[config.mk]
export PLATFORM = sky130hd
export DESIGN_NAME = alarm_snooze_controller
export DESIGN_NICKNAME = d
export VERILOG_FILES = /design/src/design/asc_pkg.sv /design/src/design/alarm_snooze_controller.sv /design/src/design/asc_event.sv
export SDC_FILE = /design/constraint.sdc
export NUM_CORES = 1
export LEC_CHECK = 0
export BUFFER_PORTS_ARGS = -buffer_cell sky130_fd_sc_hd__clkbuf_2
export CORE_UTILIZATION = 30
export CTS_CLUSTER_DIAMETER = 40
export DETAILED_ROUTE_END_ITERATION = 10
export PLACE_DENSITY_LB_ADDON = 0.08
export SKIP_CTS_REPAIR_TIMING = 1
export SYNTH_ARGS = -nofsm -noshare
export SYNTH_HDL_FRONTEND = slang
export SYNTH_HIERARCHICAL = 1
export SYNTH_SLANG_ARGS = --single-unit
[constraint.sdc]
create_clock -name aclk -period 6.4 [get_ports aclk]
set_clock_uncertainty 0.2 [all_clocks]
set_input_delay 0.32 -clock aclk [delete_from_list [all_inputs] [get_ports aclk]]
set_output_delay 0.32 -clock aclk [all_outputs]
set_load 0.1 [all_outputs]
[src/design/asc_pkg.sv]
// Types, codes and constants shared by the alarm snooze controller files.
package asc_pkg;

    localparam int SNOOZE_MINUTES_DEF = 9;

    localparam int HOUR_W   = 5;
    localparam int MINUTE_W = 6;
    localparam int KIND_W   = 4;

    localparam logic [HOUR_W-1:0]   HOURS_PER_DAY   = 5'd24;
    localparam logic [MINUTE_W-1:0] MINUTES_PER_HR  = 6'd60;
    localparam logic [HOUR_W-1:0]   LAST_HOUR       = 5'd23;
    localparam logic [MINUTE_W-1:0] LAST_MINUTE     = 6'd59;
    localparam logic [HOUR_W-1:0]   WAKE_HOUR_RST   = 5'd7;

    typedef enum logic [KIND_W-1:0] {
        KIND_CHECK    = 4'd0,
        KIND_SET      = 4'd1,
        KIND_ENABLE   = 4'd2,
        KIND_DISMISS  = 4'd3,
        KIND_SNOOZE   = 4'd4,
        KIND_INC_HOUR = 4'd5,
        KIND_INC_MIN  = 4'd6,
        KIND_DEC_HOUR = 4'd7,
        KIND_DEC_MIN  = 4'd8,
        KIND_IDLE     = 4'd9
    } asc_kind_t;

    typedef enum logic [1:0] {
        ST_OFF     = 2'd0,
        ST_ARMED   = 2'd1,
        ST_RINGING = 2'd2,
        ST_SNOOZED = 2'd3
    } asc_state_t;

    typedef struct packed {
        logic [KIND_W-1:0]   kind;
        logic [HOUR_W-1:0]   hours;
        logic [MINUTE_W-1:0] minutes;
        logic                enable_flag;
    } asc_in_t;

    typedef struct packed {
        logic [1:0]          ctl_state;
        logic                buzzer_on;
        logic                enabled;
        logic [HOUR_W-1:0]   alarm_hour;
        logic [MINUTE_W-1:0] alarm_minute;
    } asc_out_t;

    typedef struct packed {
        asc_state_t          mode;
        logic [HOUR_W-1:0]   wake_hour;
        logic [MINUTE_W-1:0] wake_minute;
        logic [HOUR_W-1:0]   snooze_hour;
        logic [MINUTE_W-1:0] snooze_minute;
        logic                enable;
    } asc_regs_t;

endpackage

[src/design/alarm_snooze_controller.sv]
// Top level of the alarm snooze controller: input stage, state and result register.
//
// Usage: each s_ transaction carries one event (check, set, enable write,
// dismiss, snooze, alarm time step, idle). Every event yields exactly one
// m_ transaction with the controller state, buzzer, enable flag and alarm
// time as they stand after that event, in event order.
// Order: an accepted event is first held in the input stage, then applied
// to the state and the result register together once the result register
// is free, and its result is offered on m_ from then on.
// Throughput: one event per cycle while m_ready stays high, set by the single
// state update stage; s_ready stays high while the result register drains.
// Reset: aresetn low clears both stages and loads off state, alarm 07:00,
// snooze time 00:00 and enable flag 0.
// Stall: while m_ready is low the result holds; one more event waits in
// the input stage, after which s_ready drops until the result is taken.
module alarm_snooze_controller #(
    parameter int SNOOZE_MINUTES = asc_pkg::SNOOZE_MINUTES_DEF
) (
    input  logic             aclk,
    input  logic             aresetn,
    input  logic             s_valid,
    output logic             s_ready,
    input  asc_pkg::asc_in_t s_payload,
    output logic             m_valid,
    input  logic             m_ready,
    output asc_pkg::asc_out_t m_payload
);

    logic               in_valid_reg;
    asc_pkg::asc_in_t   in_reg;
    logic               out_valid_reg;
    asc_pkg::asc_out_t  out_reg;
    asc_pkg::asc_regs_t regs_reg;
    asc_pkg::asc_regs_t regs_next;
    logic               advance;

    assign advance = in_valid_reg && (!out_valid_reg || m_ready);
    assign s_ready = !in_valid_reg || advance;

    asc_event #(
        .SNOOZE_MINUTES(SNOOZE_MINUTES)
    ) u_event (
        .cur(regs_reg),
        .evt(in_reg),
        .nxt(regs_next)
    );

    always_ff @(posedge aclk) begin
        if (!aresetn) begin
            in_valid_reg  <= 1'b0;
            out_valid_reg <= 1'b0;
        end else begin
            if (s_ready) begin
                in_valid_reg <= s_valid;
            end
            if (advance) begin
                out_valid_reg <= 1'b1;
            end else if (m_ready) begin
                out_valid_reg <= 1'b0;
            end
        end
    end

    always_ff @(posedge aclk) begin
        if (!aresetn) begin
            regs_reg.mode          <= asc_pkg::ST_OFF;
            regs_reg.wake_hour     <= asc_pkg::WAKE_HOUR_RST;
            regs_reg.wake_minute   <= '0;
            regs_reg.snooze_hour   <= '0;
            regs_reg.snooze_minute <= '0;
            regs_reg.enable        <= 1'b0;
        end else if (advance) begin
            regs_reg <= regs_next;
        end
    end

    always_ff @(posedge aclk) begin
        if (s_ready && s_valid) begin
            in_reg <= s_payload;
        end
        if (advance) begin
            out_reg.ctl_state    <= regs_next.mode;
            out_reg.buzzer_on    <= (regs_next.mode == asc_pkg::ST_RINGING);
            out_reg.enabled      <= regs_next.enable;
            out_reg.alarm_hour   <= regs_next.wake_hour;
            out_reg.alarm_minute <= regs_next.wake_minute;
        end
    end

    assign m_valid   = out_valid_reg;
    assign m_payload = out_reg;

endmodule

[src/design/asc_event.sv]
// Next-state logic of the alarm controller for one event.
module asc_event #(
    parameter int SNOOZE_MINUTES = asc_pkg::SNOOZE_MINUTES_DEF
) (
    input  asc_pkg::asc_regs_t cur,
    input  asc_pkg::asc_in_t   evt,
    output asc_pkg::asc_regs_t nxt
);

    localparam logic [asc_pkg::MINUTE_W:0] SnoozeAdd =
        (asc_pkg::MINUTE_W+1)'(SNOOZE_MINUTES % 60);

    logic [asc_pkg::MINUTE_W:0]   snz_sum;
    logic [asc_pkg::HOUR_W-1:0]   snz_hour;
    logic [asc_pkg::MINUTE_W-1:0] snz_minute;
    logic [asc_pkg::HOUR_W-1:0]   hour_inc;
    logic [asc_pkg::HOUR_W-1:0]   hour_dec;
    logic [asc_pkg::MINUTE_W-1:0] minute_inc;
    logic [asc_pkg::MINUTE_W-1:0] minute_dec;
    logic [asc_pkg::HOUR_W-1:0]   set_hour;
    logic [asc_pkg::MINUTE_W-1:0] set_minute;
    logic                         wake_match;
    logic                         snz_match;

    assign hour_inc   = (cur.wake_hour == asc_pkg::LAST_HOUR) ? '0 : cur.wake_hour + 1'b1;
    assign hour_dec   = (cur.wake_hour == '0) ? asc_pkg::LAST_HOUR : cur.wake_hour - 1'b1;
    assign minute_inc = (cur.wake_minute == asc_pkg::LAST_MINUTE) ? '0
                                                                  : cur.wake_minute + 1'b1;
    assign minute_dec = (cur.wake_minute == '0) ? asc_pkg::LAST_MINUTE
                                                : cur.wake_minute - 1'b1;

    assign set_hour   = (evt.hours >= asc_pkg::HOURS_PER_DAY)
                      ? evt.hours - asc_pkg::HOURS_PER_DAY : evt.hours;
    assign set_minute = (evt.minutes >= asc_pkg::MINUTES_PER_HR)
                      ? evt.minutes - asc_pkg::MINUTES_PER_HR : evt.minutes;

    assign snz_sum = {1'b0, cur.wake_minute} + SnoozeAdd;

    always_comb begin
        if (snz_sum >= {1'b0, asc_pkg::MINUTES_PER_HR}) begin
            snz_minute = asc_pkg::MINUTE_W'(snz_sum - {1'b0, asc_pkg::MINUTES_PER_HR});
            snz_hour   = hour_inc;
        end else begin
            snz_minute = snz_sum[asc_pkg::MINUTE_W-1:0];
            snz_hour   = cur.wake_hour;
        end
    end

    assign wake_match = (evt.hours == cur.wake_hour) && (evt.minutes == cur.wake_minute);
    assign snz_match  = (evt.hours == cur.snooze_hour) && (evt.minutes == cur.snooze_minute);

    always_comb begin
        nxt = cur;
        unique case (evt.kind)
            asc_pkg::KIND_CHECK: begin
                if ((cur.mode == asc_pkg::ST_ARMED && wake_match) ||
                    (cur.mode == asc_pkg::ST_SNOOZED && snz_match)) begin
                    nxt.mode = asc_pkg::ST_RINGING;
                end
            end
            asc_pkg::KIND_SET: begin
                nxt.wake_hour   = set_hour;
                nxt.wake_minute = set_minute;
            end
            asc_pkg::KIND_ENABLE: begin
                nxt.enable = evt.enable_flag;
                if (!evt.enable_flag) begin
                    nxt.mode = asc_pkg::ST_OFF;
                end else if (cur.mode == asc_pkg::ST_OFF) begin
                    nxt.mode = asc_pkg::ST_ARMED;
                end
            end
            asc_pkg::KIND_DISMISS: begin
                if (cur.mode == asc_pkg::ST_RINGING || cur.mode == asc_pkg::ST_SNOOZED) begin
                    nxt.mode = asc_pkg::ST_ARMED;
                end
            end
            asc_pkg::KIND_SNOOZE: begin
                if (cur.mode == asc_pkg::ST_RINGING) begin
                    nxt.mode          = asc_pkg::ST_SNOOZED;
                    nxt.snooze_hour   = snz_hour;
                    nxt.snooze_minute = snz_minute;
                end
            end
            asc_pkg::KIND_INC_HOUR: nxt.wake_hour   = hour_inc;
            asc_pkg::KIND_INC_MIN:  nxt.wake_minute = minute_inc;
            asc_pkg::KIND_DEC_HOUR: nxt.wake_hour   = hour_dec;
            asc_pkg::KIND_DEC_MIN:  nxt.wake_minute = minute_dec;
            default: begin
            end
        endcase
    end

endmodule

==> impl_metrics.env <==
export IMPL_fmaxAchievable_ghz=0.307
export IMPL_ir_drop_v=0.000109
export IMPL_timing_critical_path_cells="ha_1 > xor2_1 > ha_1 > nand2_1 > o221ai_1 > and2_1 > mux2i_1 > o21ai_1 > nand2_1 > mux2i_1"
export IMPL_detailedRoute_firstPassIterationCount=5
export IMPL_max_cap_violations=0
export IMPL_max_stage_delay_ns=0.62
export IMPL_synth_seq_cells=58
export IMPL_average_wire_length_per_cell_after_detail_routing_um=15.6
export IMPL_routed_via_count=2909
export IMPL_detailedRoute_firstIterationViolations=189
export IMPL_r2r_end="regs_reg[11]"
export IMPL_synth_edf_count=31
export IMPL_timing_hold_ws_ns=0.0466
export IMPL_grt_ovfl_total=0
export IMPL_final_wirelength_mm=8.93
export IMPL_ff2ff_path_depth=10
export IMPL_area_growth_pct=19.4
export IMPL_track_usage_pct=15.3
export IMPL_worst_path_dominant_cell_family="adder cells"
export IMPL_power_density_mw_per_mm2=253
export IMPL_h_tree_depth=3
export IMPL_finalMaxSlewViolations=0
export IMPL_comb_power_share_pct=12.2
export IMPL_cp_end_kind="flip-flop"
export IMPL_crit_slowest_cell="dfxtp_1"
export IMPL_yosysWarningCount=6
export IMPL_critical_path_peak_fanout=13
export IMPL_worst_slew_pin_transition_ns=0.996
export IMPL_placed_cells=539
export IMPL_timing_rr_start="regs_reg[12]"
export IMPL_yosysSeqAreaShare_pct=41.9
export IMPL_report_final_hold_viol_count=0
export IMPL_critPathLaunch="regs_reg[12]"
export IMPL_clock_sinks=58
export IMPL_crit_path_buffers_inverters=0
export IMPL_timing_worst_setup_path_type="flip-flop to flip-flop"
export IMPL_die_width_um=110
export IMPL_drcViolationCount=0
export IMPL_initial_utilization_pct=30.8
export IMPL_hpwl_mm=6.24
export IMPL_fraction_of_final_layout_cells_sized_beyond_drive_strength_1_pct=12.9
export IMPL_cp_required_ns=6.39
export IMPL_most_common_cell_after_layout_fill_and_taps_aside="nand2_1"
export IMPL_power_frac_seq_pct=40.4
export IMPL_syn_num_nets=413
export IMPL_design_core_area_mm2=0.0114
export IMPL_most_common_layout_cells="nand2_1 (69), clkbuf_2 (36), edfxtp_1 (31), dfxtp_1 (27)"
export IMPL_boundaryPins=37
export IMPL_relSlewSlack_pct=33.6
export IMPL_max_clock_path_buffers=2
export IMPL_clock_root_buffer="clkbuf_16"
export IMPL_worstPathArrival_ns=3.24
export IMPL_clock_latency_ns=0.33
export IMPL_setup_tns_ns=0
export IMPL_min_period_ns=3.26
export IMPL_power_clock_fraction_pct=47.4
export IMPL_setup_violations_final=0
export IMPL_post_route_util_pct=36.7
export IMPL_power_static_leakage_nw=1.49
export IMPL_power_switching_mw=0.270
export IMPL_clk_transition_reported_paths_ns=0.05
export IMPL_regToRegSetupSlack_ns=3.14
export IMPL_power_internal_mw=0.792
export IMPL_global_route_wire_length_before_repair_mm=13.6
export IMPL_routed_via_density=5.09
export IMPL_grt_max_degree=50
export IMPL_floorplan_die_area_mm2=0.0121
export IMPL_fin_cells=571
export IMPL_run_status="finished, final reports clean"
export IMPL_ffs_w_async_s_r_synth_pct=0
export IMPL_diodes=0
export IMPL_routabilityCongestion=0.844
export IMPL_power_share_switching_pct=25.4
export IMPL_placement_io_buffers=36
export IMPL_cp_num_cells=10
export IMPL_grt_pass1_vias=2485
export IMPL_cts_made_buffers=9
export IMPL_synth_cells=386
export IMPL_antenna_left=0
export IMPL_tritoncts="done"
export IMPL_flip_flop_count_of_the_largest_register_after_layout=25
export IMPL_crit_path_end="regs_reg[11]"
export IMPL_dieHeight_um=110
export IMPL_synth_distinct_cells=58
export IMPL_final_min_period_over_clock_period_pct=50.9
export IMPL_design_final_nets=450
export IMPL_netlist_area_mm2=0.00351
export IMPL_synth_area_per_cell_um2=9.10
export IMPL_placement_rows=39
export IMPL_fill_cells=1184
export IMPL_hp_class="primary input to flip-flop"
export IMPL_grt_antenna_before_repair=0
export IMPL_synthFlopType="edfxtp_1"
export IMPL_setup_repair_after_global_routing_missed_its_margin="no"
export IMPL_start_kind="flip-flop"
## stage by stage
stage	area (µm²)	setup slack, ns	power, mW
global route	4190	2.93	1.10
finish	4190	3.14	1.06
floorplan	3510	3.37	0.530
detailed placement	3730	3.19	0.559
global placement	3730	3.36	0.559
CTS	4030	3.17	1.07
## power groups by stage
| stage | clock (mW) | combinational (mW) | sequential [mW] |
|---|---|---|---|
| CTS | 0.516 | 0.123 | 0.428 |
| detailed placement | 0 | 0.123 | 0.436 |
| finish | 0.503 | 0.130 | 0.429 |
| global route | 0.531 | 0.139 | 0.431 |
| global placement | 0 | 0.123 | 0.436 |
| floorplan | 0 | 0.0690 | 0.461 |
## final cells by class
| class | instances | area, µm² | area share, % |
|---|---|---|---|
| Clock inverter | 3 | 65.1 | 1.55 |
| Timing Repair Buffer | 53 | 348 | 8.30 |
| Tap cell | 143 | 179 | 4.27 |
| Sequential cell | 58 | 1470 | 35.1 |
| Clock buffer | 13 | 240 | 5.73 |
| Multi-Input combinational cell | 289 | 1840 | 44.0 |
| Inverter | 12 | 45.0 | 1.07 |
## worst min path at each step
stage | end | cells after the start | from | slack (ns)
2_1_floorplan | in_reg[0] | 0 | s_payload[0] | 0.22
3_3_place_gp | regs_reg[0] | 2 | regs_reg[0] | 0.24
3_5_place_dp | regs_reg[0] | 2 | regs_reg[0] | 0.26
4_1_cts | in_reg[13] | 1 | s_payload[13] | -0.05
5_1_grt | in_valid_reg | 3 | s_valid | 0.09
6_report | in_valid_reg | 3 | s_valid | 0.05
## routing by layer
layer | part of all wire, % | global-route usage, % | vias to the layer above | wire length [µm]
li1 | - | - | 1455 | -
met4 | 1.8 | 6.20 | 0 | 158
met3 | 4.4 | 3.53 | 13 | 392
met5 | 0 | 0 | - | 0
met2 | 42 | 20.8 | 68 | 3760
met1 | 52 | 22.8 | 1373 | 4620
## cell families after synthesis
| family | after synthesis | share of synthesized area (%) |
|---|---|---|
| simple gates | 147 | 20.4 |
| compound gates | 77 | 14.1 |
| flops | 58 | 41.9 |
| buf+inv | 39 | 5.59 |
| xor+xnor | 32 | 7.98 |
| mux | 26 | 7.48 |
| fa+ha+maj | 7 | 2.49 |
## worst reg2reg max path: stages, from the launching register on
cell and delay [ns]:
dfxtp_1 0.62, ha_1 0.43, xor2_1 0.30, ha_1 0.24, nand2_1 0.06, o221ai_1 0.41
and2_1 0.38, mux2i_1 0.23, o21ai_1 0.07, nand2_1 0.08, mux2i_1 0.09
## synthesized netlist by cell type, drive strengths merged (2+ instances only)
cell type	count	area share, %
and3	2	0.36
or3b	2	0.50
o21a	2	0.43
nand2b	3	0.53
nand2	69	7.4
and2	2	0.36
clkbuf	15	1.6
nor3	8	1.1
ha	7	2.5
a41oi	2	0.50
xnor2	24	6.0
nand3b	4	0.86
a31oi	3	0.53
nor2	15	2.1
mux2	2	0.64
nor3b	2	0.43
dfxtp	27	15
o311ai	4	1.0
buf	12	2.7
a211oi	2	0.43
a221o	3	0.86
nor4b	2	0.50
nor2b	8	1.6
o21ai	28	4.0
xor2	8	2.0
nand4	6	1.1
a21oi	17	2.4
nand3	20	2.9
edfxtp	31	27
mux2i	24	6.8
inv	12	1.3
nor4	2	0.36
Note: power is estimated with default switching activity, not from simulation.
